--- src/rtl/dptbd_pkg.sv ---
// Package for the dual pilot tone bias driver: sizes, codes, transaction
// structs, the quarter-wave sine table and the tone/saturation helpers.
// No dependencies.
package dptbd_pkg;

  // Sizes
  localparam int PHASE_BITS     = 32;
  localparam int SINE_ADDR_BITS = 10;
  localparam int CODE_BITS      = 16;
  localparam int FRAC_BITS      = SINE_ADDR_BITS - 2;
  localparam int LUT_DEPTH      = 1 << FRAC_BITS;
  localparam int MAG_W          = 15;
  localparam int TONE_W         = 17;
  localparam int SUM_W          = (CODE_BITS + 1 > TONE_W + 1) ? CODE_BITS + 1 : TONE_W + 1;
  localparam int CFG_ADDR_W     = 5;
  localparam int CFG_DATA_W     = 32;

  // Taylor coefficients of sin(pi/2 * x), Q2.30
  localparam logic [63:0] K1 = 64'd1686629713;
  localparam logic [63:0] K3 = 64'd693598669;
  localparam logic [63:0] K5 = 64'd85569306;
  localparam logic [63:0] K7 = 64'd5026995;
  localparam logic [63:0] K9 = 64'd172272;

  // Saturation bounds of the DAC code range
  localparam logic signed [SUM_W-1:0] CODE_HI = SUM_W'((1 << (CODE_BITS - 1)) - 1);
  localparam logic signed [SUM_W-1:0] CODE_LO = SUM_W'(-(1 << (CODE_BITS - 1)));

  typedef enum logic [1:0] {
    REQ_TICK       = 2'd0,
    REQ_SET_BIAS   = 2'd1,
    REQ_SCAN_BEGIN = 2'd2,
    REQ_SCAN_END   = 2'd3
  } req_type_e;

  typedef enum logic [2:0] {
    REG_I_PHASE_STEP      = 3'd0,
    REG_Q_PHASE_STEP      = 3'd1,
    REG_I_TONE_AMPLITUDE  = 3'd2,
    REG_Q_TONE_AMPLITUDE  = 3'd3,
    REG_CONTINUOUS_ENABLE = 3'd4,
    REG_ONBOARD_SOURCE    = 3'd5
  } reg_idx_e;

  typedef struct packed {
    logic [1:0]         req_type;
    logic signed [15:0] new_bias_i;
    logic signed [15:0] new_bias_q;
    logic signed [15:0] new_bias_p;
    logic               pilot_req;
  } in_item_t;

  typedef struct packed {
    logic               write_iq;
    logic               write_p;
    logic signed [15:0] drive_i;
    logic signed [15:0] drive_q;
    logic signed [15:0] drive_p;
  } out_item_t;

  typedef logic [LUT_DEPTH-1:0][MAG_W-1:0] sine_lut_t;

  // Fixed-point sine magnitude for quarter-wave offset r (0 .. LUT_DEPTH),
  // Horner form with each polynomial product truncated by 30 bits and the final scaling rounded. Elaboration only.
  function automatic logic [MAG_W-1:0] sine_mag_calc(input int unsigned r);
    logic [63:0] x;
    logic [63:0] x2;
    logic [63:0] t;
    logic [63:0] s;
    logic [63:0] mag;
    x   = 64'(r) << (30 - FRAC_BITS);
    x2  = (x * x) >> 30;
    t   = K7 - ((x2 * K9) >> 30);
    t   = K5 - ((x2 * t) >> 30);
    t   = K3 - ((x2 * t) >> 30);
    t   = K1 - ((x2 * t) >> 30);
    s   = (x * t) >> 30;
    mag = (s * 64'd32767 + (64'd1 << 29)) >> 30;
    if (mag > 64'd32767) begin
      mag = 64'd32767;
    end
    return MAG_W'(mag);
  endfunction

  function automatic sine_lut_t build_sine_lut();
    sine_lut_t lut;
    for (int k = 0; k < LUT_DEPTH; k++) begin
      lut[k] = sine_mag_calc(k);
    end
    return lut;
  endfunction

  localparam sine_lut_t        SINE_LUT  = build_sine_lut();
  // Quarter-wave peak, reached only by mirroring offset zero in odd quadrants
  localparam logic [MAG_W-1:0] SINE_PEAK = sine_mag_calc(LUT_DEPTH);

  // Signed tone: amplitude times sine of phase, magnitude rounded half up
  function automatic logic signed [TONE_W-1:0] tone(input logic [MAG_W-1:0] amp,
                                                    input logic [PHASE_BITS-1:0] ph);
    logic [SINE_ADDR_BITS-1:0] addr;
    logic [1:0]                quad;
    logic [FRAC_BITS:0]        r;
    logic [MAG_W-1:0]          mag;
    logic [2*MAG_W:0]          prod;
    logic signed [TONE_W-1:0]  tmag;
    addr = ph[PHASE_BITS-1 -: SINE_ADDR_BITS];
    quad = addr[SINE_ADDR_BITS-1 -: 2];
    r    = {1'b0, addr[FRAC_BITS-1:0]};
    if (quad[0]) begin
      r = (FRAC_BITS + 1)'(LUT_DEPTH) - r;
    end
    if (r[FRAC_BITS]) begin
      mag = SINE_PEAK;
    end else begin
      mag = SINE_LUT[r[FRAC_BITS-1:0]];
    end
    prod = (2*MAG_W + 1)'(amp) * (2*MAG_W + 1)'(mag) + (2*MAG_W + 1)'(16384);
    tmag = $signed({1'b0, prod[2*MAG_W -: TONE_W-1]});
    return quad[1] ? -tmag : tmag;
  endfunction

  // Clamp to the signed DAC code range, carried in a 16-bit field
  function automatic logic signed [15:0] sat_code(input logic signed [SUM_W-1:0] v);
    logic signed [SUM_W-1:0] c;
    if (v > CODE_HI) begin
      c = CODE_HI;
    end else if (v < CODE_LO) begin
      c = CODE_LO;
    end else begin
      c = v;
    end
    return c[15:0];
  endfunction

endpackage

--- src/rtl/dual_pilot_tone_bias_driver.sv ---
// Top level of the dual pilot tone bias driver: input register, result
// logic, result register, bias/phase state and the APB register file.
// Depends on dptbd_pkg.
//
//  channel  direction  handshake                  payload
//  in       in         in_valid_i / in_stall_o    dptbd_pkg::in_item_t
//  out      out        out_valid_o / out_stall_i  dptbd_pkg::out_item_t
//  cfg      in         psel/penable/pwrite/pready paddr, pwdata, prdata
//
// One transaction per cycle sustained while the result is not stalled; a request
// is held in the input register and its result in the result register, the path
// being sine table lookup, one 15x15 multiply and the saturating add per I/Q
// channel, between input and result registers.
// Reset clears biases, phases, scan state and the registers (onboard source
// resets to 1). A stalled result holds; the input stage keeps taking items
// until its register is full behind a stalled result.
module dual_pilot_tone_bias_driver (
  input  logic                               clk_i,
  input  logic                               rst_ni,
  input  logic                               in_valid_i,
  output logic                               in_stall_o,
  input  dptbd_pkg::in_item_t                in_data_i,
  output logic                               out_valid_o,
  input  logic                               out_stall_i,
  output dptbd_pkg::out_item_t               out_data_o,
  input  logic                               psel,
  input  logic                               penable,
  input  logic                               pwrite,
  input  logic [dptbd_pkg::CFG_ADDR_W-1:0]   paddr,
  input  logic [dptbd_pkg::CFG_DATA_W-1:0]   pwdata,
  output logic [dptbd_pkg::CFG_DATA_W-1:0]   prdata,
  output logic                               pready
);

  // Configuration registers
  logic [31:0]                 i_step_q, q_step_q;
  logic [dptbd_pkg::MAG_W-1:0] i_amp_q, q_amp_q;
  logic                        cont_en_q, onboard_q;
  logic                        cfg_wr;
  dptbd_pkg::reg_idx_e         cfg_idx;

  assign pready  = 1'b1;
  assign cfg_wr  = psel && penable && pwrite;
  assign cfg_idx = dptbd_pkg::reg_idx_e'(paddr[4:2]);

  always_ff @(posedge clk_i or negedge rst_ni) begin
    if (!rst_ni) begin
      i_step_q  <= '0;
      q_step_q  <= '0;
      i_amp_q   <= '0;
      q_amp_q   <= '0;
      cont_en_q <= 1'b0;
      onboard_q <= 1'b1;
    end else if (cfg_wr) begin
      case (cfg_idx)
        dptbd_pkg::REG_I_PHASE_STEP:      i_step_q  <= pwdata;
        dptbd_pkg::REG_Q_PHASE_STEP:      q_step_q  <= pwdata;
        dptbd_pkg::REG_I_TONE_AMPLITUDE:  i_amp_q   <= pwdata[dptbd_pkg::MAG_W-1:0];
        dptbd_pkg::REG_Q_TONE_AMPLITUDE:  q_amp_q   <= pwdata[dptbd_pkg::MAG_W-1:0];
        dptbd_pkg::REG_CONTINUOUS_ENABLE: cont_en_q <= pwdata[0];
        dptbd_pkg::REG_ONBOARD_SOURCE:    onboard_q <= pwdata[0];
        default: ;
      endcase
    end
  end

  // Register readback
  always_comb begin
    case (cfg_idx)
      dptbd_pkg::REG_I_PHASE_STEP:      prdata = i_step_q;
      dptbd_pkg::REG_Q_PHASE_STEP:      prdata = q_step_q;
      dptbd_pkg::REG_I_TONE_AMPLITUDE:  prdata = 32'(i_amp_q);
      dptbd_pkg::REG_Q_TONE_AMPLITUDE:  prdata = 32'(q_amp_q);
      dptbd_pkg::REG_CONTINUOUS_ENABLE: prdata = 32'(cont_en_q);
      dptbd_pkg::REG_ONBOARD_SOURCE:    prdata = 32'(onboard_q);
      default:                          prdata = '0;
    endcase
  end

  // Pipeline registers and state
  logic                               s1_valid_q;
  dptbd_pkg::in_item_t                s1_data_q;
  logic                               out_valid_q;
  dptbd_pkg::out_item_t               out_data_q;
  logic signed [15:0]                 bias_i_q, bias_q_q, bias_p_q;
  logic signed [15:0]                 bias_i_d, bias_q_d, bias_p_d;
  logic [dptbd_pkg::PHASE_BITS-1:0]   i_phase_q, q_phase_q, i_phase_d, q_phase_d;
  logic                               scan_q, scan_d;
  logic                               s1_adv;
  logic                               pilot_active;
  logic                               res_valid;
  logic                               with_tone;
  dptbd_pkg::out_item_t               res;
  dptbd_pkg::req_type_e               req;
  logic signed [dptbd_pkg::TONE_W-1:0] tone_i, tone_q;

  assign s1_adv      = !out_valid_q || !out_stall_i;
  assign in_stall_o  = s1_valid_q && !s1_adv;
  assign out_valid_o = out_valid_q;
  assign out_data_o  = out_data_q;

  assign req          = dptbd_pkg::req_type_e'(s1_data_q.req_type);
  assign pilot_active = onboard_q && (cont_en_q || scan_q);
  assign tone_i       = dptbd_pkg::tone(i_amp_q, i_phase_q);
  assign tone_q       = dptbd_pkg::tone(q_amp_q, q_phase_q);

  // Request decode: next state and result fields
  always_comb begin
    bias_i_d     = bias_i_q;
    bias_q_d     = bias_q_q;
    bias_p_d     = bias_p_q;
    i_phase_d    = i_phase_q;
    q_phase_d    = q_phase_q;
    scan_d       = scan_q;
    res_valid    = 1'b1;
    with_tone    = 1'b0;
    res.write_iq = 1'b1;
    res.write_p  = 1'b1;
    case (req)
      dptbd_pkg::REQ_TICK: begin
        res_valid   = pilot_active;
        with_tone   = 1'b1;
        res.write_p = 1'b0;
        if (pilot_active) begin
          i_phase_d = i_phase_q + dptbd_pkg::PHASE_BITS'(i_step_q);
          q_phase_d = q_phase_q + dptbd_pkg::PHASE_BITS'(q_step_q);
        end
      end
      dptbd_pkg::REQ_SET_BIAS: begin
        bias_i_d  = s1_data_q.new_bias_i;
        bias_q_d  = s1_data_q.new_bias_q;
        bias_p_d  = s1_data_q.new_bias_p;
        with_tone = scan_q && onboard_q;
      end
      dptbd_pkg::REQ_SCAN_BEGIN: begin
        i_phase_d = '0;
        q_phase_d = '0;
        // tone at cleared phase is zero, so raw biases suffice
        if (s1_data_q.pilot_req && onboard_q) begin
          scan_d      = 1'b1;
          res.write_p = 1'b0;
        end else begin
          scan_d = 1'b0;
        end
      end
      default: begin
        scan_d    = 1'b0;
        i_phase_d = '0;
        q_phase_d = '0;
      end
    endcase
    if (with_tone) begin
      res.drive_i = dptbd_pkg::sat_code(dptbd_pkg::SUM_W'(bias_i_d)
                                        + dptbd_pkg::SUM_W'(tone_i));
      res.drive_q = dptbd_pkg::sat_code(dptbd_pkg::SUM_W'(bias_q_d)
                                        + dptbd_pkg::SUM_W'(tone_q));
    end else begin
      res.drive_i = dptbd_pkg::sat_code(dptbd_pkg::SUM_W'(bias_i_d));
      res.drive_q = dptbd_pkg::sat_code(dptbd_pkg::SUM_W'(bias_q_d));
    end
    res.drive_p = dptbd_pkg::sat_code(dptbd_pkg::SUM_W'(bias_p_d));
  end

  // Control and state registers
  always_ff @(posedge clk_i or negedge rst_ni) begin
    if (!rst_ni) begin
      s1_valid_q  <= 1'b0;
      out_valid_q <= 1'b0;
      bias_i_q    <= '0;
      bias_q_q    <= '0;
      bias_p_q    <= '0;
      i_phase_q   <= '0;
      q_phase_q   <= '0;
      scan_q      <= 1'b0;
    end else begin
      if (!in_stall_o) begin
        s1_valid_q <= in_valid_i;
      end
      if (s1_adv) begin
        out_valid_q <= s1_valid_q && res_valid;
      end
      if (s1_valid_q && s1_adv) begin
        bias_i_q  <= bias_i_d;
        bias_q_q  <= bias_q_d;
        bias_p_q  <= bias_p_d;
        i_phase_q <= i_phase_d;
        q_phase_q <= q_phase_d;
        scan_q    <= scan_d;
      end
    end
  end

  // Payload registers
  always_ff @(posedge clk_i) begin
    if (in_valid_i && !in_stall_o) begin
      s1_data_q <= in_data_i;
    end
    if (s1_valid_q && s1_adv) begin
      out_data_q <= res;
    end
  end

`ifndef NO_ASSERTIONS
  // A tick with the pilot off produces no result
  a_idle_tick: assert property (@(posedge clk_i) disable iff (!rst_ni)
    s1_valid_q && s1_adv && (req == dptbd_pkg::REQ_TICK) && !pilot_active
    |=> !out_valid_q)
    else $error("result produced by inactive tick");

  // Scan begin and end restart both oscillators
  a_phase_clear: assert property (@(posedge clk_i) disable iff (!rst_ni)
    s1_valid_q && s1_adv
    && ((req == dptbd_pkg::REQ_SCAN_BEGIN) || (req == dptbd_pkg::REQ_SCAN_END))
    |=> (i_phase_q == '0) && (q_phase_q == '0))
    else $error("phase not cleared by scan request");

  // Input is held off only when the input stage is full
  a_stall_full: assert property (@(posedge clk_i) disable iff (!rst_ni)
    in_stall_o |-> s1_valid_q && out_valid_q)
    else $error("input stalled with free input stage");

  // Active tick advances the I phase by its step
  a_phase_step: assert property (@(posedge clk_i) disable iff (!rst_ni)
    s1_valid_q && s1_adv && (req == dptbd_pkg::REQ_TICK) && pilot_active
    |=> i_phase_q == $past(i_phase_q + dptbd_pkg::PHASE_BITS'(i_step_q)))
    else $error("I phase did not advance on tick");
`endif

endmodule

--- config.mk ---
export PLATFORM = sky130hd
export DESIGN_NAME = dual_pilot_tone_bias_driver
export DESIGN_NICKNAME = d
export VERILOG_FILES = /design/src/rtl/dptbd_pkg.sv /design/src/rtl/dual_pilot_tone_bias_driver.sv
export SDC_FILE = /design/constraint.sdc
export NUM_CORES = 2
export LEC_CHECK = 0
export BUFFER_PORTS_ARGS = -buffer_cell sky130_fd_sc_hd__buf_2
export CAP_MARGIN = 10
export CORE_MARGIN = 2
export CORE_UTILIZATION = 57
export DETAILED_ROUTE_END_ITERATION = 10
export PLACE_DENSITY = 0.78
export SETUP_SLACK_MARGIN = 0.3
export SKIP_LAST_GASP = 1
export SLEW_MARGIN = 20
export SYNTH_ARGS = -nofsm -noshare
export SYNTH_HDL_FRONTEND = slang
export SYNTH_SLANG_ARGS = --single-unit
--- constraint.sdc ---
create_clock -name clk_i -period 12.3 [get_ports clk_i]
set_input_delay 2.46 -clock clk_i [delete_from_list [all_inputs] [get_ports clk_i]]
set_output_delay 2.46 -clock clk_i [all_outputs]
set_load 0.05 [all_outputs]
==> flow_metrics.tcl <==
set metrics [dict create \
    pin_count 180 \
    vias 41300 \
    status "finished, final reports clean" \
    io_buffers 175 \
    cts_tree "done" \
    reg2reg_to "out_data_o[26]$_DFFE_PP_" \
    die_h_um 275 \
    track_usage 0.378 \
    core_area_um2 72800 \
    htreeDepth 2 \
    startpoint_type "register" \
    numCtsBuffers 34 \
    worstMarginPinSlew_ps 1420 \
    ys_warn_count 0 \
    cpMaxStageDelayCell "fa_1" \
    synth_flop_cell "dfrtp_1" \
    grt_pass1_wl_um 225000 \
    wl_um 149000 \
    drt_first_pass_iters 6 \
    finalCritPeriodShare 0.970 \
    wl_per_cell_um 23.4 \
    synth-seq-cells 311 \
    hpwl_um 108000 \
    grt_setup_unrepaired "true" \
    drt-vias-per-instance 6.45 \
    worstPathRequired_ps 12540 \
    die_w_um 275 \
    synth-edff-count 100 \
    cp_data_arrival_time_ps 12170 \
    skew_ps 27.3 \
    clock_sink_count 311 \
    end_kind "register" \
    final_util 0.701 \
    synth_area_per_cell_um2 8.58 \
    netlist_area_um2 41800 \
    ff2ff_setup_slack_ps 370 \
    slowest_delay_ps 560 \
    r2r_cells 56 \
    worstPathMaxFanout 6 \
    setup_tns_ps 0 \
    report.final.slew_viol_count 0 \
    dieArea_um2 75600 \
    setup_viol 0 \
    row_count 99 \
    drt_iter0_drc 4916 \
    holdWs_ps 480 \
    drc 0 \
    holdCritStartpoint "i_phase_q[16]$_DFFE_PN0P_" \
    initial_core_util 0.574 \
    whs_endpoint "i_phase_q[16]$_DFFE_PN0P_" \
    synth_cells 4876 \
    ys_async_sr_fraction 0.678 \
    hold_depth 2 \
    drv_cap 0 \
    area_growth_pct 22.1 \
    fin_nets 6193 \
    grt_start_max_net_pins 79 \
    hp-class "register to register" \
    ys_seq_area_frac 0.198 \
    place_congestion 1.05 \
    hold_viol 0 \
    cts-root-buf "clkbuf_16" \
    grt_pass1_vias 40100 \
    synth_cell_types 116 \
    overflow 0 \
    relSlewSlack 0.0545 \
    antenna_found_initial 13 \
    drive_above_1_share 0.257 \
    period_needed_ps 11930 \
    critical_path_class "register to register" \
    clockBufferDepth 3 \
    postRouteAntennaNets 0 \
    fmax_mhz 83.8 \
    clock_latency_ps 550 \
    r2r_start "q_phase_q[22]$_DFFE_PN0P_" \
    path_clk_slew_ps 70 \
]
[layout by cell type, fill, tap and decap left out, types with 29 or more instances in the layout]
master and instances:
o21ai_0 221, ha_1 331, a21oi_2 39, nand2b_1 47, buf_2 174, a22o_1 31
nor2b_1 84, mux2_2 134, xor2_1 54, dfrtp_1 206, buf_6 33, a211oi_2 29
a211oi_1 47, a21o_1 54, edfxtp_1 100, o21ai_1 51, inv_1 458, clkbuf_16 43
nor3_1 74, xnor2_1 80, o211ai_1 70, buf_12 34, nand3_1 68, a21oi_1 252
o22ai_1 37, and2_1 148, a31oi_1 62, buf_4 569, nor2_1 308, nand2_1 494
fa_1 331, mux2i_1 47, a311oi_1 29
[flip-flops by register name, summed over array words and instances (netlist names), 2 cells and up]
| name | cells |
|---|---|
| bias_i_q | 16 |
| i_phase_q | 32 |
| bias_p_q | 16 |
| bias_q_q | 16 |
| s1_data_q | 49 |
| q_amp_q | 15 |
| out_data_o | 49 |
| req | 2 |
| i_amp_q | 15 |
| q_step_q | 32 |
| q_phase_q | 32 |
| i_step_q | 32 |
[Yosys cell counts (all sizes together) (10+ instances only)]
master	number	area, µm²
nor4	10	83.8
buf	86	398
a21o	55	413
nor3	87	452
a31oi	68	425
a21oi	293	1470
o32ai	10	103
xnor2	89	828
nand3	73	378
nor2	332	1250
a22o	31	272
clkbuf	249	936
and2	155	970
nand2	511	1920
xor2	60	556
o21a	19	143
mux2	137	1540
nand2b	51	327
mux2i	48	480
a311oi	38	357
o2111ai	17	155
o21ai	294	1480
o21bai	16	120
o311ai	29	254
inv	479	1800
and3	25	156
o22ai	38	238
mux4	19	428
o211ai	71	538
a221oi	22	199
o221ai	36	315
ha	356	4450
o31ai	23	191
nand4	19	131
a2111oi	14	129
or2	17	106
nor3b	13	103
edfxtp	100	3000
a211oi	78	601
or3	21	136
dfrtp	210	5260
nor2b	88	551
a211o	15	131
fa	340	6810
[critical path: cells and delay by family, from the launching register on]
family | cells | cell delay (ps)
adders and majority gates | 9 | 3820
muxes | 1 | 310
buffers and inverters | 15 | 1730
AOI/OAI and AO/OA | 24 | 4380
xor gates and xnor gates | 3 | 660
and+or+nand+nor | 4 | 340
DFF | 1 | 430
[cell type report]
| type | instances | area [µm²] |
|---|---|---|
| fillers | 5487 | 21800 |
| repair buffers | 823 | 6490 |
| clock inverters | 18 | 159 |
| well taps | 959 | 1200 |
| repair inverters | 1 | 5.00 |
| clock buffers | 42 | 931 |
| diodes | 8 | 20.0 |
| inverters | 481 | 1830 |
| multi-input cells | 3750 | 32100 |
| flip-flops and latches | 311 | 8290 |
[routing by layer]
layer,global-route usage,part of all wire
met3,0.0882,0.11
met2,0.585,0.44
met1,0.510,0.39
met4,0.160,0.053
met5,0,0.00046
[cells by family after synthesis]
group / count (synthesis) / share of synthesized area
AOI/OAI and AO/OA: 1272 / 0.204
xor gates and xnor gates: 149 / 0.0331
adders and majority gates: 697 / 0.269
buffers and inverters: 816 / 0.0750
DFF: 311 / 0.198
muxes: 204 / 0.0586
other: 1 / 0.0000896
and+or+nand+nor: 1426 / 0.162
[what timing repair did]
item                                    4_1_cts  5_1_grt
setup buffers                                17       80
endpoints found under the setup margin       32       32
pin swaps                                    25      170
gates resized for setup                      89      367
hold buffers                                  0        0
cloned                                        0       10
[stage by stage]
| stage | cells | setup slack, ps | area [µm²] |
|---|---|---|---|
| after detailed placement | 6217 | -294 | 47200 |
| after floorplan | 4877 | 302 | 42000 |
| after global routing | 6388 | -103 | 51100 |
| after global placement | 6217 | -126 | 47200 |
| final | 6393 | 370 | 51100 |
| after CTS | 6294 | 300 | 48600 |
[worst max path at each step]
stage | from | to | slack [ps] | depth (start not counted)
after floorplan | q_phase_q[23]$_DFFE_PN0P_ | out_data_o[21]$_DFFE_PP_ | 300 | 56
after global placement | q_phase_q[22]$_DFFE_PN0P_ | out_data_o[16]$_DFFE_PP_ | -130 | 57
after detailed placement | i_phase_q[22]$_DFFE_PN0P_ | out_data_o[41]$_DFFE_PP_ | -290 | 55
after CTS | q_phase_q[22]$_DFFE_PN0P_ | out_data_o[18]$_DFFE_PP_ | 300 | 59
after global routing | i_phase_q[22]$_DFFE_PN0P_ | out_data_o[39]$_DFFE_PP_ | -100 | 55
final | q_phase_q[22]$_DFFE_PN0P_ | out_data_o[26]$_DFFE_PP_ | 370 | 56
Power is not shown: default switching activity piles up to over one toggle a cycle in this logic, so the estimate is an artifact.
